$ cat src/rtl/core/fnsw_pkg.sv
`timescale 1ns / 1ps

package fnsw_pkg;

    // Width of the window length register as written over the configuration port
    localparam int CFG_W = 7;

    // Result flag carried in m_tuser
    localparam logic FOUND_NONE = 1'b0;
    localparam logic FOUND_NEG  = 1'b1;

endpackage

$ cat src/rtl/core/fnsw_ram.sv
`timescale 1ns / 1ps

module fnsw_ram #(
    parameter int WIDTH = 32,
    parameter int DEPTH = 64
) (
    input  logic                     clk,
    input  logic                     we,
    input  logic [$clog2(DEPTH)-1:0] waddr,
    input  logic [WIDTH-1:0]         wdata,
    input  logic [$clog2(DEPTH)-1:0] raddr,
    output logic [WIDTH-1:0]         rdata
);

    logic [WIDTH-1:0] mem [DEPTH];

    // Write one entry, read one entry with registered data (old data on a collision)
    always_ff @(posedge clk)
    begin
        if (we)
        begin
            mem[waddr] <= wdata;
        end
        rdata <= mem[raddr];
    end

endmodule

$ cat src/rtl/core/first_negative_in_sliding_window.sv
`timescale 1ns / 1ps
// Latency: a result appears on m_tdata/m_tuser in the cycle after its sample transfer.
// Throughput: one sample per cycle unless the output stalls or a register write is offered; both memories are read
// ahead of the next sample (queue head and oldest window sign), with a one-entry forward from the write port.
// Reset clears the window length to 1 and all pointers and counts; the sample queue and
// the sign history memories are not cleared and are only read where written before.
module first_negative_in_sliding_window #(
    parameter int WINDOW_MAX   = 64,
    parameter int SAMPLE_WIDTH = 32
) (
    input  logic                                  clk,
    input  logic                                  rst_n,
    // configuration write: window_len
    input  logic                                  cfg_valid,
    output logic                                  cfg_ready,
    input  logic [fnsw_pkg::CFG_W-1:0]            cfg_data,
    // sample stream
    input  logic                                  s_tvalid,
    output logic                                  s_tready,
    input  logic [((SAMPLE_WIDTH+7)/8)*8-1:0]     s_tdata,  // sample
    input  logic                                  s_tlast,  // last_sample
    // result stream
    output logic                                  m_tvalid,
    input  logic                                  m_tready,
    output logic [((SAMPLE_WIDTH+7)/8)*8-1:0]     m_tdata,  // first_negative
    output logic                                  m_tuser   // found
);

    import fnsw_pkg::*;

    localparam int AW = $clog2(WINDOW_MAX);
    localparam int LW = $clog2(WINDOW_MAX + 1);
    localparam int CW = (LW > CFG_W) ? LW : CFG_W;
    localparam int TW = ((SAMPLE_WIDTH + 7) / 8) * 8;

    // Clamp the written length into 1..WINDOW_MAX
    function automatic logic [LW-1:0] eff_len(input logic [CFG_W-1:0] v);
        logic [CW-1:0] w;
        w = CW'(v);
        if (w == '0)
            return LW'(1);
        else if (w > CW'(WINDOW_MAX))
            return LW'(WINDOW_MAX);
        else
            return LW'(w);
    endfunction

    // Advance an index around the ring
    function automatic logic [AW-1:0] wrap_inc(input logic [AW-1:0] x);
        return (x == AW'(WINDOW_MAX - 1)) ? '0 : x + 1'b1;
    endfunction

    // Slot of the oldest sample in a window of k ending at ptr
    function automatic logic [AW-1:0] oldest_slot(input logic [AW-1:0] ptr,
                                                  input logic [LW-1:0] k);
        logic [LW:0] t;
        t = (LW+1)'(ptr) + (LW+1)'(WINDOW_MAX) + (LW+1)'(1) - (LW+1)'(k);
        if (t >= (LW+1)'(WINDOW_MAX))
            t = t - (LW+1)'(WINDOW_MAX);
        return AW'(t);
    endfunction

    // Control state
    logic [LW-1:0]           k_reg, k_next;
    logic [AW-1:0]           head_reg, head_next;
    logic [LW-1:0]           count_reg, count_next;
    logic [AW-1:0]           ptr_reg, ptr_next;
    logic [LW-1:0]           fill_reg, fill_next;
    logic                    out_valid_reg, out_valid_next;
    logic [SAMPLE_WIDTH-1:0] out_data_reg, out_data_next;
    logic                    out_found_reg, out_found_next;

    // Forwarding of the last write into the prefetched reads
    logic                    hist_hit_reg, q_hit_reg;
    logic                    hist_fwd_reg;
    logic [SAMPLE_WIDTH-1:0] q_fwd_reg;

    // Memory ports
    logic                    hist_we, q_we;
    logic [AW-1:0]           hist_raddr, q_raddr, q_waddr;
    logic [0:0]              hist_rdata;
    logic [SAMPLE_WIDTH-1:0] q_rdata;

    // Per-sample decode
    logic                    in_fire, cfg_fire;
    logic [SAMPLE_WIDTH-1:0] sample;
    logic                    cur_neg, push, full, oldest_neg, pop;
    logic [SAMPLE_WIDTH-1:0] head_val;
    logic [LW-1:0]           count_pushed;
    logic [LW:0]             tail_sum;

    // Hold samples off while a register write is offered
    assign cfg_ready = 1'b1;
    assign s_tready  = (!out_valid_reg || m_tready) && !cfg_valid;
    assign in_fire   = s_tvalid && s_tready;
    assign cfg_fire  = cfg_valid && cfg_ready;

    assign sample  = s_tdata[SAMPLE_WIDTH-1:0];
    assign cur_neg = sample[SAMPLE_WIDTH-1];
    assign push    = cur_neg && (count_reg < LW'(WINDOW_MAX));
    assign full    = ((LW+1)'(fill_reg) + (LW+1)'(1)) >= (LW+1)'(k_reg);

    assign count_pushed = count_reg + LW'(push);

    // Queue tail: head plus count around the ring
    assign tail_sum = (LW+1)'(head_reg) + (LW+1)'(count_reg);
    assign q_waddr  = (tail_sum >= (LW+1)'(WINDOW_MAX))
                    ? AW'(tail_sum - (LW+1)'(WINDOW_MAX)) : AW'(tail_sum);

    // Resolve prefetched data against the previous cycle's write
    assign head_val   = q_hit_reg ? q_fwd_reg : q_rdata;
    assign oldest_neg = (k_reg == LW'(1)) ? cur_neg
                      : (hist_hit_reg ? hist_fwd_reg : hist_rdata[0]);
    assign pop        = full && oldest_neg && (count_pushed != '0);

    assign hist_we = in_fire && !cfg_fire;
    assign q_we    = hist_we && push;

    // Next state for pointers, counts and the output register
    always_comb
    begin
        k_next         = k_reg;
        head_next      = head_reg;
        count_next     = count_reg;
        ptr_next       = ptr_reg;
        fill_next      = fill_reg;
        out_valid_next = out_valid_reg && !m_tready;
        out_data_next  = out_data_reg;
        out_found_next = out_found_reg;

        if (cfg_fire)
        begin
            k_next     = eff_len(cfg_data);
            head_next  = '0;
            count_next = '0;
            ptr_next   = '0;
            fill_next  = '0;
        end
        else if (in_fire)
        begin
            if (full)
            begin
                out_valid_next = 1'b1;
                if (count_reg != '0)
                begin
                    out_data_next  = head_val;
                    out_found_next = FOUND_NEG;
                end
                else if (cur_neg)
                begin
                    out_data_next  = sample;
                    out_found_next = FOUND_NEG;
                end
                else
                begin
                    out_data_next  = '0;
                    out_found_next = FOUND_NONE;
                end
                fill_next = k_reg - LW'(1);
            end
            else
            begin
                fill_next = fill_reg + LW'(1);
            end

            head_next  = pop ? wrap_inc(head_reg) : head_reg;
            count_next = count_pushed - LW'(pop);
            ptr_next   = wrap_inc(ptr_reg);

            if (s_tlast)
            begin
                head_next  = '0;
                count_next = '0;
                ptr_next   = '0;
                fill_next  = '0;
            end
        end
    end

    // Prefetch addresses for whatever sample comes next
    assign q_raddr    = head_next;
    assign hist_raddr = oldest_slot(ptr_next, k_next);

    always_ff @(posedge clk or negedge rst_n)
    begin
        if (!rst_n)
        begin
            k_reg         <= LW'(1);
            head_reg      <= '0;
            count_reg     <= '0;
            ptr_reg       <= '0;
            fill_reg      <= '0;
            out_valid_reg <= 1'b0;
            hist_hit_reg  <= 1'b0;
            q_hit_reg     <= 1'b0;
        end
        else
        begin
            k_reg         <= k_next;
            head_reg      <= head_next;
            count_reg     <= count_next;
            ptr_reg       <= ptr_next;
            fill_reg      <= fill_next;
            out_valid_reg <= out_valid_next;
            hist_hit_reg  <= hist_we && (ptr_reg == hist_raddr);
            q_hit_reg     <= q_we && (q_waddr == q_raddr);
        end
    end

    // Hold payload and forwarded write data
    always_ff @(posedge clk)
    begin
        out_data_reg  <= out_data_next;
        out_found_reg <= out_found_next;
        hist_fwd_reg  <= cur_neg;
        q_fwd_reg     <= sample;
    end

    fnsw_ram #(
        .WIDTH (SAMPLE_WIDTH),
        .DEPTH (WINDOW_MAX)
    ) u_queue_ram (
        .clk   (clk),
        .we    (q_we),
        .waddr (q_waddr),
        .wdata (sample),
        .raddr (q_raddr),
        .rdata (q_rdata)
    );

    fnsw_ram #(
        .WIDTH (1),
        .DEPTH (WINDOW_MAX)
    ) u_sign_ram (
        .clk   (clk),
        .we    (hist_we),
        .waddr (ptr_reg),
        .wdata (cur_neg),
        .raddr (hist_raddr),
        .rdata (hist_rdata)
    );

    assign m_tvalid = out_valid_reg;
    assign m_tdata  = TW'(out_data_reg);
    assign m_tuser  = out_found_reg;

    // The queue never holds more negatives than samples in the window
    assert property (@(posedge clk) disable iff (!rst_n) count_reg <= fill_reg)
        else $error("negative queue larger than window contents");

    // A found result carries a negative sample
    assert property (@(posedge clk) disable iff (!rst_n)
        (m_tvalid && m_tuser) |-> m_tdata[SAMPLE_WIDTH-1])
        else $error("found result is not negative");

    // No negative in the window gives zero
    assert property (@(posedge clk) disable iff (!rst_n)
        (m_tvalid && !m_tuser) |-> (m_tdata == '0))
        else $error("empty result is not zero");

    // The last sample of an array clears the stream state
    assert property (@(posedge clk) disable iff (!rst_n)
        (in_fire && !cfg_fire && s_tlast) |=>
            (fill_reg == '0 && count_reg == '0 && ptr_reg == '0 && head_reg == '0))
        else $error("stream state not cleared after last sample");

endmodule
$ cat config.mk
export PLATFORM = sky130hd
export DESIGN_NAME = first_negative_in_sliding_window
export DESIGN_NICKNAME = d
export VERILOG_FILES = /design/src/rtl/core/fnsw_pkg.sv /design/src/rtl/core/fnsw_ram.sv /design/src/rtl/core/first_negative_in_sliding_window.sv
export SDC_FILE = /design/constraint.sdc
export NUM_CORES = 2
export LEC_CHECK = 0
export ABC_AREA = 1
export CORE_MARGIN = 10
export CORE_UTILIZATION = 30
export DETAILED_ROUTE_END_ITERATION = 8
export DONT_BUFFER_PORTS = 1
export HOLD_SLACK_MARGIN = 0.06
export PLACE_DENSITY = 0.49
export SLEW_MARGIN = 20
export SYNTH_ARGS = -nofsm -noshare
export SYNTH_HDL_FRONTEND = slang
export SYNTH_SLANG_ARGS = --single-unit
$ cat constraint.sdc
create_clock -name clk -period 4 [get_ports clk]
set_input_delay 0.2 -clock clk [delete_from_list [all_inputs] [get_ports clk]]
set_output_delay 0.2 -clock clk [all_outputs]
set_load 0.03 [all_outputs]
Word-level counts from Yosys, hierarchy flattened
Memories as Yosys holds them, arrays and structs flattened. A register that Yosys moved wholly into a read port is not among the register bits. Index checks and enable logic that the tools add are counted. Widths: inputs -> output; s select.

Input bits: 45. Output and inout port bits: 36. Register bits: 102. RAM bits: 2112. Memories kept: 2. Word-level logic and storage cells: 91.

Memories: u_queue_ram.mem (words 64, bits a word 32, read ports 1, clocked after memory_dff 1, wr ports 1, line fnsw_ram.sv:15) `logic [WIDTH-1:0] mem [DEPTH];`; u_sign_ram.mem (words 64, bits a word 1, read ports 1, clocked after memory_dff 1, wr ports 1, line fnsw_ram.sv:15).

Order comparisons: 5. Bitwise logic cells: 1. Mux-type cells: 34. Equal/unequal tests: 5. $add $sub $neg: 13. Reductions and logical operators: 19.

Operators with widths (number): $mux 32 (3); $mux 7 (10); $mux 6 (11); $ge 8x7->1 const B (2); $reduce_bool 7->1 (2); $add 6x1->6 const B (2); $eq 6x6->1 (2); $eq 6x6->1 const B (2); $sub 6x1->6 const B (2); $logic_and 1x1->1 (10); $mux 1 (10); $add 6x7->8 (1); $add 6x7->8 const B (1); $add 7x1->8 const B (1); $add 8x1->8 const B (1); $ge 8x7->1 (1); $sub 8x7->8 (1); $add 7x1->7 (1); $add 7x1->7 const B (1); $eq 7x1->1 const B (1); $gt 7x7->1 const B (1); $logic_not 7->1 (1); $lt 7x7->1 const B (1); $sub 7x1->7 (1); 6 further kinds (8).

Longest topological paths before layout
Depth after elaboration: 13. Mapped depth: 28. Gate-level depth less buffers: 25.

Cells and area by module
From an unflattened synthesis, not the netlist that was laid out.

Cell total of the unflattened synthesis: 7751. Area, all modules: 91361.4 µm².

By module, submodules not included: fnsw_ram at u_queue_ram (seq. area each 62139.6 µm², cells an instance 6769, area an instance 82738.1 µm², times used 1); first_negative_in_sliding_window (seq. area each 2533.7 µm², cells an instance 668, area an instance 5577.8 µm², times used 1); fnsw_ram at u_sign_ram (seq. area each 1941.9 µm², cells an instance 314, area an instance 3045.4 µm², times used 1).

Worst setup path after synthesis
No wires, ideal clock.

Kind: reg2reg. Start point: register out_valid_reg, in the netlist m_tvalid. End point: register u_sign_ram.rdata (read register of u_sign_ram.mem). Path buffers: 2. Setup slack: 0.016 ns. Data arrival time: 3.854 ns. Setup time: 0.130 ns. Clock period less this slack: 3.984 ns. Cell stages (with the launch flop): 17. Required time: 3.870 ns. Path through: dfrtp_1 > a21oi_1 > nand2_1 > inv_1 > nor2_1 > inv_1 > clkbuf_1 > o21ai_0 > ha_1 > ha_1 > fa_1 > clkbuf_1 > o221ai_1 > o21ai_0 > nand2_1 > a221oi_1 > a31oi_1.

Word-level cells in the longest chain between the ends: 11. Elaborated cells on any way between the ends: 12. Those cells by class: add/sub: 4; order compare: 1; mux: 3; reduce/logical: 4.

RTL lines: from (decl) (line first_negative_in_sliding_window.sv:69) `logic out_valid_reg, out_valid_next;`; from (signal assigned) (line first_negative_in_sliding_window.sv:204) `out_valid_reg <= out_valid_next;`; $logic_not 1->1 * (line first_negative_in_sliding_window.sv:94) `assign s_tready = (!out_valid_reg || m_tready) && !cfg_valid;`; $logic_or 1x1->1 * (line first_negative_in_sliding_window.sv:94); $logic_and 1x1->1 * (line first_negative_in_sliding_window.sv:94); named net s_tready (line first_negative_in_sliding_window.sv:19) `output logic s_tready,`; $logic_and 1x1->1 * (line first_negative_in_sliding_window.sv:95) `assign in_fire = s_tvalid && s_tready;`; $mux 6 * (line first_negative_in_sliding_window.sv:139) `else if (in_fire)`; $mux 6 * (line first_negative_in_sliding_window.sv:131) `if (cfg_fire)`; named net ptr_next[0] (line first_negative_in_sliding_window.sv:67) `logic [AW-1:0] ptr_reg, ptr_next;`; $add 6x7->8 * (line first_negative_in_sliding_window.sv:57) `t = (LW+1)'(ptr) + (LW+1)'(WINDOW_MAX) + (LW+1)'(1) - (LW+1)'(k);`; $add 8x1->8 * (line first_negative_in_sliding_window.sv:57); $sub 8x7->8 * (line first_negative_in_sliding_window.sv:57); $ge 8x7->1 or $sub 6x1->6 (tied branches) (line first_negative_in_sliding_window.sv:58, first_negative_in_sliding_window.sv:59); $mux 6 * (line first_negative_in_sliding_window.sv:58) `if (t >= (LW+1)'(WINDOW_MAX))`; to (decl) (line fnsw_ram.sv:12) `output logic [WIDTH-1:0] rdata`.

Mark *: on every way through the listed nets, which the timed path passes. The rest lies on a longest branch. A chain may end at the register's enable or synchronous reset.

Worst setup path after layout
Start point: register fill_reg[1]. End point: register u_queue_ram.rdata[30] (read register of u_queue_ram.mem).

Word-level cells in the longest chain between the ends: 8.

RTL lines: from (decl) (line first_negative_in_sliding_window.sv:68) `logic [LW-1:0] fill_reg, fill_next;`; from (signal assigned) (line first_negative_in_sliding_window.sv:203) `fill_reg <= fill_next;`; $add 7x1->8 (line first_negative_in_sliding_window.sv:101) `assign full = ((LW+1)'(fill_reg) + (LW+1)'(1)) >= (LW+1)'(k_reg);`; $ge 8x7->1 (line first_negative_in_sliding_window.sv:101); $logic_and 1x1->1 (2 in series) (line first_negative_in_sliding_window.sv:114) `assign pop = full && oldest_neg && (count_pushed != '0);`; $mux 6 (line first_negative_in_sliding_window.sv:166) `head_next = pop ? wrap_inc(head_reg) : head_reg;`; $mux 6 (line first_negative_in_sliding_window.sv:170) `if (s_tlast)`; $mux 6 (line first_negative_in_sliding_window.sv:139); $mux 6 (line first_negative_in_sliding_window.sv:131); to (decl) (line fnsw_ram.sv:12).

Every way passes these cells.

==> results.md <==
Status:
- The run finished, with violations left.
- The checks that failed: negative setup slack.

Clocking:
- The maximum level of the CTS H-tree is 4.
- TritonCTS built the clock tree.
- The clock passes through at most 4 buffers.
- The number of clock sinks is 2246.
- The number of buffers inserted during clock tree synthesis is 248.
- Clock-pin slew was measured on the worst setup and hold paths at 0.06 ns.
- The cell at the root of the clock tree is sky130_fd_sc_hd__clkbuf_16.
- The clock latency on the worst-skew pair is 0.91 ns.

Synthesis:
- When the netlist entered floorplanning its net count stood at 9377.
- The proportion of netlist area held by the largest area contributor is 0.653.
- The biggest area consumer among synthesized cells is sky130_fd_sc_hd__edfxtp_1.
- The part of the Yosys area used for sequential elements is 0.676.
- Counting instances in the post-synthesis netlist gives the leading cell types as sky130_fd_sc_hd__nand3_1, sky130_fd_sc_hd__edfxtp_1, sky130_fd_sc_hd__inv_1.
- The mean instance size in the synthesized netlist is 10.6 um2.
- The top flip-flop cell by instance count after synthesis is sky130_fd_sc_hd__edfxtp_1.
- By instance count, the leading cell after synthesis is sky130_fd_sc_hd__nand3_1.
- The count of state elements after synthesis is 2246.
- The count of synthesis-stage warnings from yosys is 0.
- The number of instances in the synthesized netlist is 9300.
- By area the synthesized netlist is led by sky130_fd_sc_hd__edfxtp_1, sky130_fd_sc_hd__nand3_1, sky130_fd_sc_hd__inv_1.
- In this run the cell area of the synthesized design comes to 0.0986 mm2.
- The count of distinct cell types in the synthesized netlist is 46.
- After synthesis, the share of flip-flops with an asynchronous set or reset is 0.0160.
- In this run, synthesis inferred 2145 flip-flops with an integrated enable.

Timing:
- The final count of pins violating max slew is 0.
- The hold slack is 0.119 ns.
- The final-report setup violation count is 3.
- Across the routed clock network, the largest skew measured is 0.0675 ns.
- The hold violation count in the final report is 0.
- Dividing the final minimum period by the clock period gives 1.00.
- Setup repair after global routing could not meet its margin everywhere.
- Derived from the worst setup path, the maximum achievable clock frequency is 249 MHz.
- At the pin with the least slew margin, the transition time is 1.10 ns.
- After layout, the minimum clock period comes to 4.01 ns.
- In this run the tightest slew margin relative to its limit is 0.262.
- The final total negative setup slack is -0.0179 ns.
- Across all setup checks in the final design, the least slack found is -0.0122 ns.

Final layout:
- The share of cells above drive strength 1 is 0.130.
- Summing all multi-input logic gate instances after layout gives 0.0244 mm2.
- Fill cells in the final layout number 31800.
- Relative to the synthesized area, the layout overhead comes to 23.4%.
- The final layout net count is 9834.
- The finished cells cover 0.122 mm2.
- The number of flip-flops under the largest register name is 2048.
- The largest registers in the layout are u_queue_ram.mem (2048), u_sign_ram.mem (64).
- The register with the highest flop count is u_queue_ram.mem.
- The post-layout instance count excluding filler cells is 14300.
- The flip-flop and latch area is 0.0666 mm2.

Routing:
- The final routed wire length divided by cell count is 22.5 um.
- The post-detailed-route count of antenna-violating nets is 0.
- For this block, the routed nets add up to 321000 um of wire.
- The via count of the routed design is 69100.
- The number of remaining DRC errors is 0.
- The total iterations of the first detailed-routing run is 5.
- Dividing the detail-routed via count by the number of cells gives 4.83.
- For this block, the initial DRC count from the detailed router was 6059.

Setup path:
- The endpoint identified for the worst register-to-register timing path is u_queue_ram.rdata[30]$_DFF_P_.
- The critical-path maximum fanout is 8.
- The worst register-to-register path begins at fill_reg[1]$_DFFE_PN0P_.
- The worst setup path is captured at a flip-flop.
- The number of cells on the worst reg-to-reg path is 27.
- For the worst setup path, the data arrival time is 4.86 ns.
- The critical path starts at fill_reg[1]$_DFFE_PN0P_.
- STA puts the critical path data required time at 4.85 ns.
- The critical path is of the flip-flop to flip-flop type.
- STA classifies the critical path startpoint as a flip-flop.
- The register-to-register setup slack is -0.01 ns.

Min path:
- The terminating pin of the worst hold path is k_reg[5]$_DFF_PN0_.
- The cell depth of the worst min-delay path is 3.
- The startpoint identified for the worst hold timing path is cfg_data[5].
- The class of the worst hold path is primary input to flip-flop.

Global routing:
- The first global-routing pass estimated 459000 um of wire.
- For this run, the total global-route usage over all layers was measured as 0.173.
- The initial antenna violation count is 25.
- The number of global-route vias before repair is 66600.
- Global routing finished with a remaining overflow of 0.
- Entering global routing, the biggest net connects 130 pins.

Power and ir drop:
- IR analysis of the VDD net gives a maximum drop of 393 uV.
- The power per unit of standard cell area is 428 mW/mm2.
- The reported leakage power is 48.4 nW.

Job:
- The number of maximum-capacitance violations is 0.

Floorplanning:
- The core region is 0.327 mm2.
- Row generation in the floorplan step produced 210 rows.
- For this design the top-level I/O count stands at 81.
- The chip width is 593 um.
- The vertical die dimension is 593 um.
- The initial utilization of the core area, before any placement, comes to 0.301.
- The floorplan step defined a die boundary enclosing 0.352 mm2.

Place:
- Detailed placement ended at an HPWL of 182000 um.
- Once placement completed, the tool counted placed cells totaling 13600.
- The area after detailed placement is 0.108 mm2.
- The count of buffers added on input and output ports is 0.
- The congestion estimate from routability-driven global placement came to 0.824.
## power breakdown
group	total [mW]	switching, mW	internal [mW]
sequential	26.0	0.115	25.9
combinational	3.27	2.15	1.12
clock	22.8	9.54	13.3
total	52.1	11.8	40.3
## metrics by stage
step / utilization / power (mW) / setup slack [ns]
floorplan: - / 27.8 / 0.0155
global placement: 0.331 / 28.8 / -0.678
detailed placement: 0.331 / 28.8 / -0.528
CTS: 0.365 / 52.3 / 0.00469
global route: 0.372 / 53.7 / -0.181
finish: 0.372 / 52.1 / -0.0122
## what timing repair did
action                     4_1_cts  5_1_grt
hold buffers                    97        0
gates cloned                    22       33
gates resized for setup        118      259
setup buffers                   24       39
setup endpoints to repair       33       34
hold endpoints to repair      2277        0
pin swaps                        9       41
## worst max-delay path, stage by stage (launching register included)
cell and delay, ns:
sky130_fd_sc_hd__dfrtp_1 0.38, sky130_fd_sc_hd__ha_2 0.20, sky130_fd_sc_hd__nand2_2 0.09, sky130_fd_sc_hd__inv_2 0.04
sky130_fd_sc_hd__nand4_1 0.07, sky130_fd_sc_hd__xor2_1 0.21, sky130_fd_sc_hd__inv_1 0.11, sky130_fd_sc_hd__ha_4 0.27
sky130_fd_sc_hd__and3_4 0.18, sky130_fd_sc_hd__nand2_4 0.06, sky130_fd_sc_hd__a21oi_4 0.26, sky130_fd_sc_hd__nand2_4 0.12
sky130_fd_sc_hd__nand2_1 0.09, sky130_fd_sc_hd__o21ai_2 0.07, sky130_fd_sc_hd__buf_4 0.14, sky130_fd_sc_hd__o21bai_4 0.14
sky130_fd_sc_hd__buf_12 0.15, sky130_fd_sc_hd__buf_12 0.12, sky130_fd_sc_hd__clkbuf_16 0.20, sky130_fd_sc_hd__buf_6 0.16
sky130_fd_sc_hd__nand3_1 0.09, sky130_fd_sc_hd__nand3_1 0.08, sky130_fd_sc_hd__nand3_1 0.07, sky130_fd_sc_hd__nand3_1 0.14
sky130_fd_sc_hd__buf_4 0.17, sky130_fd_sc_hd__nand3_1 0.10, sky130_fd_sc_hd__buf_4 0.17, sky130_fd_sc_hd__nand2_1 0.05
## per-layer routing
| layer | up-vias | global-route usage | wire (um) |
|---|---|---|---|
| li1 | 32000 | - | - |
| met1 | 34400 | 0.236 | 140000 |
| met2 | 2250 | 0.292 | 155000 |
| met3 | 466 | 0.0199 | 18800 |
| met4 | 4 | 0.0461 | 8100 |
| met5 | - | 0 | 27 |
## final cells by class
class / count / area share
Antenna cell: 7 / 0.000144
Clock buffer: 328 / 0.0548
Sequential cell: 2246 / 0.547
Clock inverter: 121 / 0.0107
Timing Repair Buffer: 744 / 0.0870
Inverter: 1764 / 0.0547
Tap cell: 4346 / 0.0447
Multi-Input combinational cell: 4753 / 0.200
## how the worst max path moves through the flow
stage | slack, ns | endpoint | cells past startpoint
global route | -0.18 | u_queue_ram.rdata[30]$_DFF_P_ | 27
finish | -0.01 | u_queue_ram.rdata[30]$_DFF_P_ | 27
floorplan | 0.02 | u_sign_ram.rdata$_DFF_P_ | 16
global placement | -0.68 | u_queue_ram.rdata[1]$_DFF_P_ | 24
detailed placement | -0.53 | u_queue_ram.rdata[1]$_DFF_P_ | 23
CTS | 0.005 | u_queue_ram.rdata[30]$_DFF_P_ | 24
## cell families after synthesis
logic type / synth area share
and+or+nand+nor: 0.211
buffers and inverters: 0.0937
DFF: 0.676
AOI/OAI and AO/OA: 0.0135
adders and majority gates: 0.00421
xor gates and xnor gates: 0.00222
other: 0.0000380
## cells in the final DEF (no fill, tap or decap), types with 66 or more instances in the layout
master                      count
sky130_fd_sc_hd__buf_12       178
sky130_fd_sc_hd__buf_16        83
sky130_fd_sc_hd__buf_4        320
sky130_fd_sc_hd__clkbuf_16    281
sky130_fd_sc_hd__edfxtp_1    2145
sky130_fd_sc_hd__inv_1       1754
sky130_fd_sc_hd__nand2_1     1731
sky130_fd_sc_hd__nand3_1     2009
sky130_fd_sc_hd__nand3_2      136
sky130_fd_sc_hd__nand3b_1     320
sky130_fd_sc_hd__nor2_1       140
sky130_fd_sc_hd__nor2_4        66
sky130_fd_sc_hd__o21ai_0      119
No activity file was read; power rests on OpenSTA's default activity.
